===== src/hw/rtl/dq_pkg.sv =====
// Shared types and codes for the bounded double-ended queue.
// No dependencies; used by dq_ctrl, dq_datapath and bounded_deque.
package dq_pkg;

  // Operation codes carried by func
  localparam logic [1:0] FN_INS_L = 2'd0;
  localparam logic [1:0] FN_INS_R = 2'd1;
  localparam logic [1:0] FN_REM_L = 2'd2;
  localparam logic [1:0] FN_REM_R = 2'd3;

  // Result status codes
  localparam logic [1:0] ST_DONE   = 2'd0;
  localparam logic [1:0] ST_EMPTY  = 2'd1;
  localparam logic [1:0] ST_FULL   = 2'd2;
  localparam logic [1:0] ST_DENIED = 2'd3;

  // Restriction register bits
  localparam int MODE_NO_INS_R = 0;
  localparam int MODE_NO_REM_R = 1;

  // Field widths
  localparam int VAL_W  = 32;
  localparam int OCC_W  = 5;
  localparam int MODE_W = 2;

  // Commands from the controller to the datapath
  typedef struct packed {
    logic take;     // latch the incoming item
    logic execute;  // access the store and update pointers
    logic load;     // move the result into the output register
  } cmd_t;

endpackage


===== src/hw/rtl/dq_ctrl.sv =====
// Controller for the bounded double-ended queue: sequences one item
// through execute and load, and owns both handshakes. Uses dq_pkg.
module dq_ctrl
  import dq_pkg::*;
(
  input  logic clk,
  input  logic rst,
  input  logic in_valid,
  output logic in_stall,
  output logic out_valid,
  input  logic out_stall,
  output cmd_t cmd
);

  localparam logic [1:0] S_IDLE = 2'd0;
  localparam logic [1:0] S_EXEC = 2'd1;
  localparam logic [1:0] S_LOAD = 2'd2;

  logic [1:0] state;
  logic [1:0] state_next;
  logic       out_free;

  // Output register is free when empty or being taken this cycle
  assign out_free = !out_valid || !out_stall;

  assign in_stall    = (state != S_IDLE);
  assign cmd.take    = (state == S_IDLE) && in_valid;
  assign cmd.execute = (state == S_EXEC);
  assign cmd.load    = (state == S_LOAD) && out_free;

  // Advance through the item's steps
  always_comb begin
    state_next = state;
    case (state)
      S_IDLE: begin
        if (in_valid) state_next = S_EXEC;
      end
      S_EXEC: begin
        state_next = S_LOAD;
      end
      S_LOAD: begin
        if (out_free) state_next = S_IDLE;
      end
      default: begin
        state_next = S_IDLE;
      end
    endcase
  end

  // Hold state and output valid
  always_ff @(posedge clk) begin
    if (rst) begin
      state     <= S_IDLE;
      out_valid <= 1'b0;
    end else begin
      state <= state_next;
      if (cmd.load) begin
        out_valid <= 1'b1;
      end else if (!out_stall) begin
        out_valid <= 1'b0;
      end
    end
  end

endmodule


===== src/hw/rtl/dq_datapath.sv =====
// Datapath for the bounded double-ended queue: entry store, head and count
// registers, restriction register and output register. Uses dq_pkg.
module dq_datapath
  import dq_pkg::*;
#(
  parameter int DEPTH = 16
) (
  input  logic                     clk,
  input  logic                     rst,
  input  cmd_t                     cmd,
  input  logic [1:0]               func,
  input  logic signed [VAL_W-1:0]  value_in,
  input  logic                     cfg_wen,
  input  logic [MODE_W-1:0]        cfg_wdata,
  output logic signed [VAL_W-1:0]  value_out,
  output logic [1:0]               status,
  output logic [OCC_W-1:0]         occupancy
);

  localparam int AW = $clog2(DEPTH);
  localparam int CW = $clog2(DEPTH + 1);
  localparam int SW = CW + 1;
  localparam logic [AW-1:0] LAST = AW'(DEPTH - 1);

  logic [VAL_W-1:0]  mem [DEPTH];
  logic [VAL_W-1:0]  rd_data;
  logic [1:0]        op_func;
  logic [VAL_W-1:0]  op_value;
  logic [AW-1:0]     head;
  logic [CW-1:0]     count;
  logic [MODE_W-1:0] mode;
  logic [1:0]        res_status;
  logic              res_take;
  logic [CW-1:0]     res_count;

  logic          denied;
  logic          is_ins;
  logic          full;
  logic          empty;
  logic          ok;
  logic [AW-1:0] head_dec;
  logic [AW-1:0] head_inc;
  logic [CW-1:0] offset;
  logic [SW-1:0] pos_sum;
  logic [AW-1:0] tail_pos;
  logic [AW-1:0] addr;
  logic [1:0]    st_now;
  logic [CW-1:0] count_next;
  logic [AW-1:0] head_next;

  // Decode the operation against restriction, full and empty
  assign denied = ((op_func == FN_INS_R) && mode[MODE_NO_INS_R]) ||
                  ((op_func == FN_REM_R) && mode[MODE_NO_REM_R]);
  assign is_ins = !op_func[1];
  assign full   = (count == CW'(DEPTH));
  assign empty  = (count == '0);
  assign ok     = !denied && (is_ins ? !full : !empty);

  // Wrap the head one step either way
  assign head_dec = (head == '0) ? LAST : head - AW'(1);
  assign head_inc = (head == LAST) ? '0 : head + AW'(1);

  // Right end: head + count for insert, head + count - 1 for removal
  assign offset   = (op_func == FN_REM_R) ? count - CW'(1) : count;
  assign pos_sum  = SW'(head) + SW'(offset);
  assign tail_pos = (pos_sum >= SW'(DEPTH)) ? AW'(pos_sum - SW'(DEPTH)) : AW'(pos_sum);

  // Select the store address and the new pointers
  always_comb begin
    addr       = head;
    head_next  = head;
    count_next = count;
    case (op_func)
      FN_INS_L: begin
        addr = head_dec;
        if (ok) begin
          head_next  = head_dec;
          count_next = count + CW'(1);
        end
      end
      FN_INS_R: begin
        addr = tail_pos;
        if (ok) count_next = count + CW'(1);
      end
      FN_REM_L: begin
        addr = head;
        if (ok) begin
          head_next  = head_inc;
          count_next = count - CW'(1);
        end
      end
      FN_REM_R: begin
        addr = tail_pos;
        if (ok) count_next = count - CW'(1);
      end
      default: begin
        addr = head;
      end
    endcase
  end

  // Status of the operation, restriction first
  always_comb begin
    if (denied) begin
      st_now = ST_DENIED;
    end else if (is_ins && full) begin
      st_now = ST_FULL;
    end else if (!is_ins && empty) begin
      st_now = ST_EMPTY;
    end else begin
      st_now = ST_DONE;
    end
  end

  // Entry store: a write on each successful insert and one registered read per execute
  always_ff @(posedge clk) begin
    if (cmd.execute) begin
      if (ok && is_ins) begin
        mem[addr] <= op_value;
      end
      rd_data <= mem[addr];
    end
  end

  // Hold pointers and restriction register
  always_ff @(posedge clk) begin
    if (rst) begin
      head  <= '0;
      count <= '0;
      mode  <= '0;
    end else begin
      if (cmd.execute) begin
        head  <= head_next;
        count <= count_next;
      end
      if (cfg_wen) begin
        mode <= cfg_wdata;
      end
    end
  end

  // Latch the item and the pending result
  always_ff @(posedge clk) begin
    if (cmd.take) begin
      op_func  <= func;
      op_value <= value_in;
    end
    if (cmd.execute) begin
      res_status <= st_now;
      res_take   <= ok && !is_ins;
      res_count  <= count_next;
    end
    if (cmd.load) begin
      value_out <= res_take ? $signed(rd_data) : '0;
      status    <= res_status;
      occupancy <= OCC_W'(res_count);
    end
  end

endmodule


===== src/hw/rtl/bounded_deque.sv =====
// Bounded double-ended queue of signed 32-bit values in a circular store.
// Each accepted item is latched, then the entry store is accessed with a registered
// read, then the result is loaded into the output register once that register is free.
// No new item is taken until the current one is in the output register, so each item
// passes the accept step, the registered read port and the separate load in turn.
// Reset clears head, count, restriction register and output valid;
// the entry store is not cleared and no clearing pass is needed.
module bounded_deque
  import dq_pkg::*;
#(
  parameter int DEPTH = 16
) (
  input  logic                     clk,
  input  logic                     rst,
  input  logic                     in_valid,
  output logic                     in_stall,
  input  logic [1:0]               func,
  input  logic signed [VAL_W-1:0]  value_in,
  output logic                     out_valid,
  input  logic                     out_stall,
  output logic signed [VAL_W-1:0]  value_out,
  output logic [1:0]               status,
  output logic [OCC_W-1:0]         occupancy,
  input  logic                     cfg_wen,
  input  logic [MODE_W-1:0]        cfg_wdata
);

  cmd_t cmd;

  // Sequence each item
  dq_ctrl u_ctrl (
    .clk       (clk),
    .rst       (rst),
    .in_valid  (in_valid),
    .in_stall  (in_stall),
    .out_valid (out_valid),
    .out_stall (out_stall),
    .cmd       (cmd)
  );

  // Store, pointers and result registers
  dq_datapath #(
    .DEPTH (DEPTH)
  ) u_datapath (
    .clk       (clk),
    .rst       (rst),
    .cmd       (cmd),
    .func      (func),
    .value_in  (value_in),
    .cfg_wen   (cfg_wen),
    .cfg_wdata (cfg_wdata),
    .value_out (value_out),
    .status    (status),
    .occupancy (occupancy)
  );

`ifndef NO_ASSERTIONS
  // One item at a time: an accepted item blocks the next cycle
  a_one_at_a_time: assert property (@(posedge clk) disable iff (rst)
    (in_valid && !in_stall) |=> in_stall)
    else $error("item accepted while another is in work");

  // Failed operations carry a zero value
  a_zero_on_fail: assert property (@(posedge clk) disable iff (rst)
    (out_valid && (status != ST_DONE)) |-> (value_out == '0))
    else $error("non-zero value with failure status");

  // Occupancy never exceeds the store depth
  a_occ_bound: assert property (@(posedge clk) disable iff (rst)
    out_valid |-> (32'(occupancy) <= DEPTH))
    else $error("occupancy beyond depth");
`endif

endmodule


===== config.mk =====
export PLATFORM = sky130hd
export DESIGN_NAME = bounded_deque
export DESIGN_NICKNAME = d
export VERILOG_FILES = /design/src/hw/rtl/dq_pkg.sv /design/src/hw/rtl/dq_ctrl.sv /design/src/hw/rtl/dq_datapath.sv /design/src/hw/rtl/bounded_deque.sv
export SDC_FILE = /design/constraint.sdc
export NUM_CORES = 1
export LEC_CHECK = 0
export BUFFER_PORTS_ARGS = -buffer_cell sky130_fd_sc_hd__buf_4
export CAP_MARGIN = 20
export CORE_UTILIZATION = 45
export DETAILED_ROUTE_END_ITERATION = 16
export HOLD_SLACK_MARGIN = 0.12
export SLEW_MARGIN = 20
export SYNTH_ARGS = -nofsm -noshare
export SYNTH_HDL_FRONTEND = slang
export SYNTH_SLANG_ARGS = --single-unit

===== constraint.sdc =====
create_clock -name clk -period 5.3 [get_ports clk]
set_input_delay 1.06 -clock clk [delete_from_list [all_inputs] [get_ports clk]]
set_output_delay 1.06 -clock clk [all_outputs]
set_load 0.02 [all_outputs]

# [After elaboration in Yosys (flattened, before gate mapping)]
# Memory sizes are Yosys's and may differ from the RTL's. A register that Yosys moved wholly into a read port is not among the register bits.
# Index checks and enable logic that the tools add are counted.
[totals] register_bits=95 ram_bits=512 in_bits=41 out_inout_bits=41 word_cells=85 mem_count=1
[classes] add_sub_neg=6 magnitude_cmp=1 n_eq_ne=12 muxes=22 reduce_logical=29
[mem_list] name="u_datapath.mem" depth=16 width=32 read_ports=1 rd_clocked_by_memory_dff=1 write_ports=1 line="dq_datapath.sv:25" source="logic [VAL_W-1:0] mem [DEPTH];"
[ops] operator="4-bit 2-to-1 mux" n=5
[ops] operator="5-bit 2-to-1 mux" n=3
[ops] operator="4-bit case mux with 3 select lines" n=1
[ops] operator="5-bit case mux with 2 select lines" n=1
[ops] operator="1-bit logical AND" n=9
[ops] operator="1-bit 2-to-1 mux" n=8
[ops] operator="2-bit by 1-bit inequality test with 1-bit output (second input constant)" n=4
[ops] operator="4-bit case mux with 2 select lines" n=1
[ops] operator="2-bit OR reduction" n=4
[ops] operator="4-bit by 1-bit subtractor with 4-bit output (second input constant)" n=2
[ops] operator="4-bit by 5-bit adder with 6-bit output" n=1
[ops] operator="2-bit equality test (second input constant)" n=3
[ops] operator="6-bit by 5-bit >= comparator with 1-bit output (second input constant)" n=1
[ops] operator="1-bit zero test" n=6
[ops] operator="2-bit case mux with 3 select lines" n=1
[ops] operator="5-bit by 1-bit adder with 5-bit output (second input constant)" n=1
[ops] operator="5-bit equality test (second input constant)" n=1
[ops] operator="5-bit zero test" n=1
[ops] operator="5-bit by 1-bit subtractor with 5-bit output (second input constant)" n=1
[ops] operator="4-bit by 1-bit adder with 4-bit output (second input constant)" n=1
[ops] operator="2-bit by 1-bit equality test with 1-bit output (second input constant)" n=2
[ops] operator="4-bit equality test (second input constant)" n=1
[ops] operator="2-bit zero test" n=2
[ops] operator="4-bit zero test" n=1
[ops] operator="6 further kinds" n=9

# [Depth between registers and ports, before layout]
[depth] ltp_word=9 ltp_mapped=15 ltp_nobuf=11

# [Modules after synthesis]
# A second synthesis with hierarchy kept.
[hier_totals] cells_unflattened=1758 area_unflattened_um2=24668.7
[modules_own_cells] mod="dq_datapath" n_inst=1 cells_per_inst=1743 area_each_um2=24529.8 seq_area_each_um2=18988.2
[modules_own_cells] mod="dq_ctrl" n_inst=1 cells_per_inst=15 area_each_um2=138.9 seq_area_each_um2=60.1

# [Worst setup path after synthesis]
# OpenSTA, ideal clock, no wires.
[synth_path] kind="register to register" start="register u_datapath.op_func[1]" end="memory u_datapath.mem[10][0], enable pin" arrival_ns=4.046 required_time_ns=4.879 path_slack_ns=0.833 path_stages_with_launch=13 n_path_buf=3 cell_sequence="edfxtp_1 buf_2 clkbuf_1 nand2_1 o21ai_0 ha_1 a21o_1 a21oi_1 xnor3_1 mux2_2 buf_4 or2_1 nor2_1"
[synth_between] elab_chain_cells=9 elab_cells_between_ends=22 cone_classes="add/sub (2); order compare (1); eq/ne (3); mux (7); reduce/logical (9)"
[synth_rtl] element="start, declared" line="dq_datapath.sv:27" source="logic [1:0] op_func;"
[synth_rtl] element="start signal, assigned" line="dq_datapath.sv:145" source="op_func <= func;"
[synth_rtl] element="branches (longest 9 deep; another with 4-bit by 5-bit adder with 6-bit output)"
[synth_rtl] element="end, declared" line="dq_datapath.sv:25"
# Several ways; the timed one is not identified.

# [Worst setup path in the final report]
[layout_path] start="register u_datapath.op_func[0]" end="register u_datapath.rd_data[13], read port of u_datapath.mem (data pin)"
[layout_between] elab_chain_cells=6 elab_cells_between_ends=11 cone_classes="add/sub (2); order compare (1); eq/ne (3); mux (3); reduce/logical (2)"
[layout_rtl] element="2-bit equality test" line="dq_datapath.sv:64, dq_datapath.sv:73"
[layout_rtl] element="5-bit 2-to-1 mux" line="dq_datapath.sv:64" source="assign offset = (op_func == FN_REM_R) ? count - CW'(1) : count;"
[layout_rtl] element="4-bit by 5-bit adder with 6-bit output" line="dq_datapath.sv:65" source="assign pos_sum = SW'(head) + SW'(offset);"
[layout_rtl] element="6-bit by 5-bit >= comparator with 1-bit output or 4-bit by 1-bit subtractor with 4-bit output (tied branches)" line="dq_datapath.sv:66" source="assign tail_pos = (pos_sum >= SW'(DEPTH)) ? AW'(pos_sum - SW'(DEPTH)) : AW'(pos_sum);"
[layout_rtl] element="4-bit 2-to-1 mux" line="dq_datapath.sv:66"
[layout_rtl] element="4-bit case mux with 3 select lines (*)" line="dq_datapath.sv:73" source="case (op_func)"
[layout_rtl] element="end, declared" line="dq_datapath.sv:26" source="logic [VAL_W-1:0] rd_data;"
# Every way passes the cells marked *; elsewhere a longest branch is shown, timed or not.
# A chain may end at the register's enable or synchronous reset.

==> Implementation_results.wiki <==
{| class="wikitable"
! Metric !! Value
|-
| Die Y-Extent || 237 µm
|-
| Endpoint type of the worst setup path || flop
|-
| Total power of the final layout || 11.7 mW
|-
| CTS Buf Count || 67
|-
| Number of enable-type register cells in the synthesized netlist || 625
|-
| Result of the run || finished, final reports clean
|-
| Post-Place Cells || 2,323
|-
| Starting Density || 45.8%
|-
| Per-cell via count in the routed design || 5.57
|-
| Max Freq || 0.232 GHz
|-
| Rows || 85
|-
| Minimum setup slack in the final design || 0.991 ns
|-
| Worst Skew || 0.0119 ns
|-
| Number of instances in the synthesized netlist || 1,599
|-
| Largest net degree at the start of global routing || 111
|-
| Post-Synthesis Cell Area || 0.0248 mm²
|-
| Number of antenna violations at the first check in global routing || 2
|-
| TritonCTS clock tree || built
|-
| Ordered cell list for the critical path || nand2_1 -> xnor2_1 -> ha_1 -> inv_1 -> fa_1 -> nand2_1 -> o31a_2 -> buf_4 -> a21o_2 -> buf_4 -> o22ai_1 -> nor3_1 -> a21oi_1
|-
| Standby leakage power || 9.77 nW
|-
| Seq/Total Area, Yosys || 76.9%
|-
| CTS H-tree lvls || 3
|-
| Most frequent standard cell in the layout excluding fill and tap cells || edfxtp_1
|-
| Maximum clock insertion buffer count || 3
|-
| Die area || 0.0560 mm²
|-
| Routed length per placed instance || 22.6 µm
|-
| Met3 track demand over resource || 3.33%
|-
| Share of flip-flops with an asynchronous set or reset after synthesis || 0%
|-
| Setup repair after global routing missed its margin || false
|-
| Power per Cell Area || 410 mW/mm²
|-
| Warnings from Yosys || 0
|-
| Number of global-route vias before repair || 13,689
|-
| Minimum period implied by the final worst setup slack || 4.31 ns
|-
| Final clock period utilization by the worst path || 81.3%
|-
| Top post-synthesis cells by area || edfxtp_1, mux2i_1, nand2_1, nand3_1, o22ai_1
|-
| Final standard cell count with taps included and fillers excluded || 2,442
|-
| Critical path buffer and inverter count || 3
|-
| Clock sinks || 639
|-
| Syn nets || 1,648
|-
| Number of pins with negative max-slew slack in the final report || 0
|-
| Detailed router's first-iteration violation count || 1,148
|-
| Number of nets at the end of the flow || 1,745
|-
| Mean area per synthesized cell || 15.5 µm²
|-
| Crit Path Max Fanout || 29
|-
| Total Wirelength || 55,300 µm
|-
| Total global-route track usage || 19.9%
|-
| Hold buffers post-CTS || 0
|-
| Dominant synthesized flop cell || edfxtp_1
|-
| Data required time at the worst endpoint || 5.59 ns
|-
| Cell type with the highest aggregate area in the netlist || edfxtp_1
|-
| Synth Register Bits || 639
|-
| Final-layout setup total negative slack || 0 ns
|-
| Portion of synthesized cell area occupied by the leading cell type || 75.7%
|-
| Category of the worst setup path launch point || flop
|-
| Slowest stage cell on the critical path || edfxtp_1
|-
| GR Util met1 || 27.1%
|-
| Transition time at the pin with the least slew margin || 1.07 ns
|-
| Synth-to-Final Area Change || 15.0%
|-
| Final setup violating endpoints || 0
|-
| Port bufs || 81
|-
| Most frequent cells in the layout || edfxtp_1, nand2_1, mux2i_1
|-
| Synth cell types || 53
|-
| Highest-utilization routing layer at the global route stage || met2
|-
| Arrival time of data at the critical path endpoint || 4.60 ns
|-
| Peak supply drop || 0.000216 V
|-
| Clock-pin slew on the worst setup and hold paths || 0.06 ns
|-
| Type of the setup path with the least slack || reg -> reg
|-
| Proportion of layout cells with a drive suffix above 1 || 15.6%
|-
| Post-detailed-placement half-perimeter wirelength || 31,200 µm
|-
| Boundary pin count || 82
|-
| Placeable core area || 0.0541 mm²
|-
| Buffer count from post-CTS setup fixing || 0
|-
| CP top delay family || compound AO/OA/AOI/OAI gates
|-
| DRC violation count after routing || 0
|-
| CTS-repair resized insts || 0
|-
| Tightest slew margin relative to the limit || 28.8%
|-
| Routed via count || 13,598
|-
| Number of maximum-capacitance constraint violations || 0
|-
| Pre-CTS worst setup slack || 0.999 ns
|-
| Count of nets left with antenna violations after detail routing || 0
|-
| Layout Utilization || 52.6%
|-
| Type of the most critical hold path || reg -> reg
|-
| Remaining Overflow, GRT || 0
|-
| First-pass GRT wire length || 83,400 µm
|-
| Met2 track utilization from global routing || 32.7%
|-
| Max incr delay on CP || 0.69 ns
|-
| Root Buffer || clkbuf_16
|-
| Final GP Congestion || 0.797
|-
| Clock latency on the worst-skew pair || 0.59 ns
|-
| First-pass iteration count of the detailed router || 6
|-
| Hold violation count in the final report || 0
|-
| Horiz. Die Dim || 237 µm
|}
[sequential cells by signal, indices dropped and copies added, names as in the netlist, 2 cells and up]
| register | flops |
|---|---|
| u_datapath.status | 2 |
| u_datapath.occupancy | 5 |
| u_datapath.op_value | 32 |
| u_datapath.rd_data | 32 |
| u_ctrl.state | 2 |
| u_datapath.op_func | 2 |
| u_datapath.res_status | 2 |
| u_datapath.count | 5 |
| u_datapath.mem | 512 |
| u_datapath.res_count | 5 |
| u_datapath.mode | 2 |
| u_datapath.value_out | 32 |
| u_datapath.head | 4 |
[cell families (layout without fill, tap and decap cells)]
family	count (synthesis)	count (layout)	share of synthesized area [%]
other	0	1	0
adder cells (fa/ha/maj)	8	8	0.434
buffers and inverters	102	248	2.26
AND/OR/NAND/NOR	564	564	10.9
AO/OA/AOI/OAI	136	136	3.44
flip-flops	639	639	76.9
multiplexers	136	136	5.50
XOR/XNOR	14	14	0.550
[synthesized netlist by cell type, drive strengths merged (2+ instances only)]
cell type / number
o21ai: 6
nand2b: 4
nand3: 130
dfxtp: 14
inv: 12
mux2: 2
or2: 4
nor2: 37
ha: 7
a21boi: 2
mux2i: 134
a21oi: 40
and3: 2
o22ai: 67
buf: 54
a31oi: 3
nand2: 272
nor3b: 2
xor2: 3
edfxtp: 625
a21o: 4
and2: 34
xnor2: 10
nand4: 32
or3b: 2
nor2b: 4
clkbuf: 35
nor3: 39
[where the power goes]
part / switching, mW / internal (mW) / leakage (nW)
sequential: 0.102 / 5.69 / 5.77
clock: 1.87 / 2.82 / 1.07
combinational: 0.790 / 0.405 / 2.93
total: 2.76 / 8.91 / 9.77
[metrics by stage]
| stage | area [µm²] | hold slack, ns |
|---|---|---|
| global route | 28500 | 0.425 |
| finish | 28500 | 0.417 |
| global placement | 26300 | 0.407 |
| CTS | 28500 | 0.418 |
| floorplan | 24800 | 0.400 |
| detailed placement | 26300 | 0.405 |
[path summary, 6_finish.rpt]
check,startpoint,to,slack (ns),cells after the start
worst max-delay path,u_datapath.op_func[0],u_datapath.rd_data[13],0.99,13
worst min-delay path,u_datapath.res_count[2],u_datapath.occupancy[2],0.42,0
worst max register to register,u_datapath.op_func[0],u_datapath.rd_data[13],0.99,13
worst min register to register,u_datapath.res_count[2],u_datapath.occupancy[2],0.42,0
[metal layers]
layer,wire length (µm),up-vias
li1,-,6235
met1,24500,6907
met2,26700,369
met3,2930,87
met4,1210,0
met5,0,-
[layout make-up]
cell class	instances	area, µm²
fill	4378	25600
tap	696	871
clock inverter	39	389
multi-input combinational	858	5370
timing repair buffer	117	953
clock buffer	79	1810
inverter	13	48.8
antenna	1	2.50
sequential	639	19000
(Power assumes the default switching activity.)
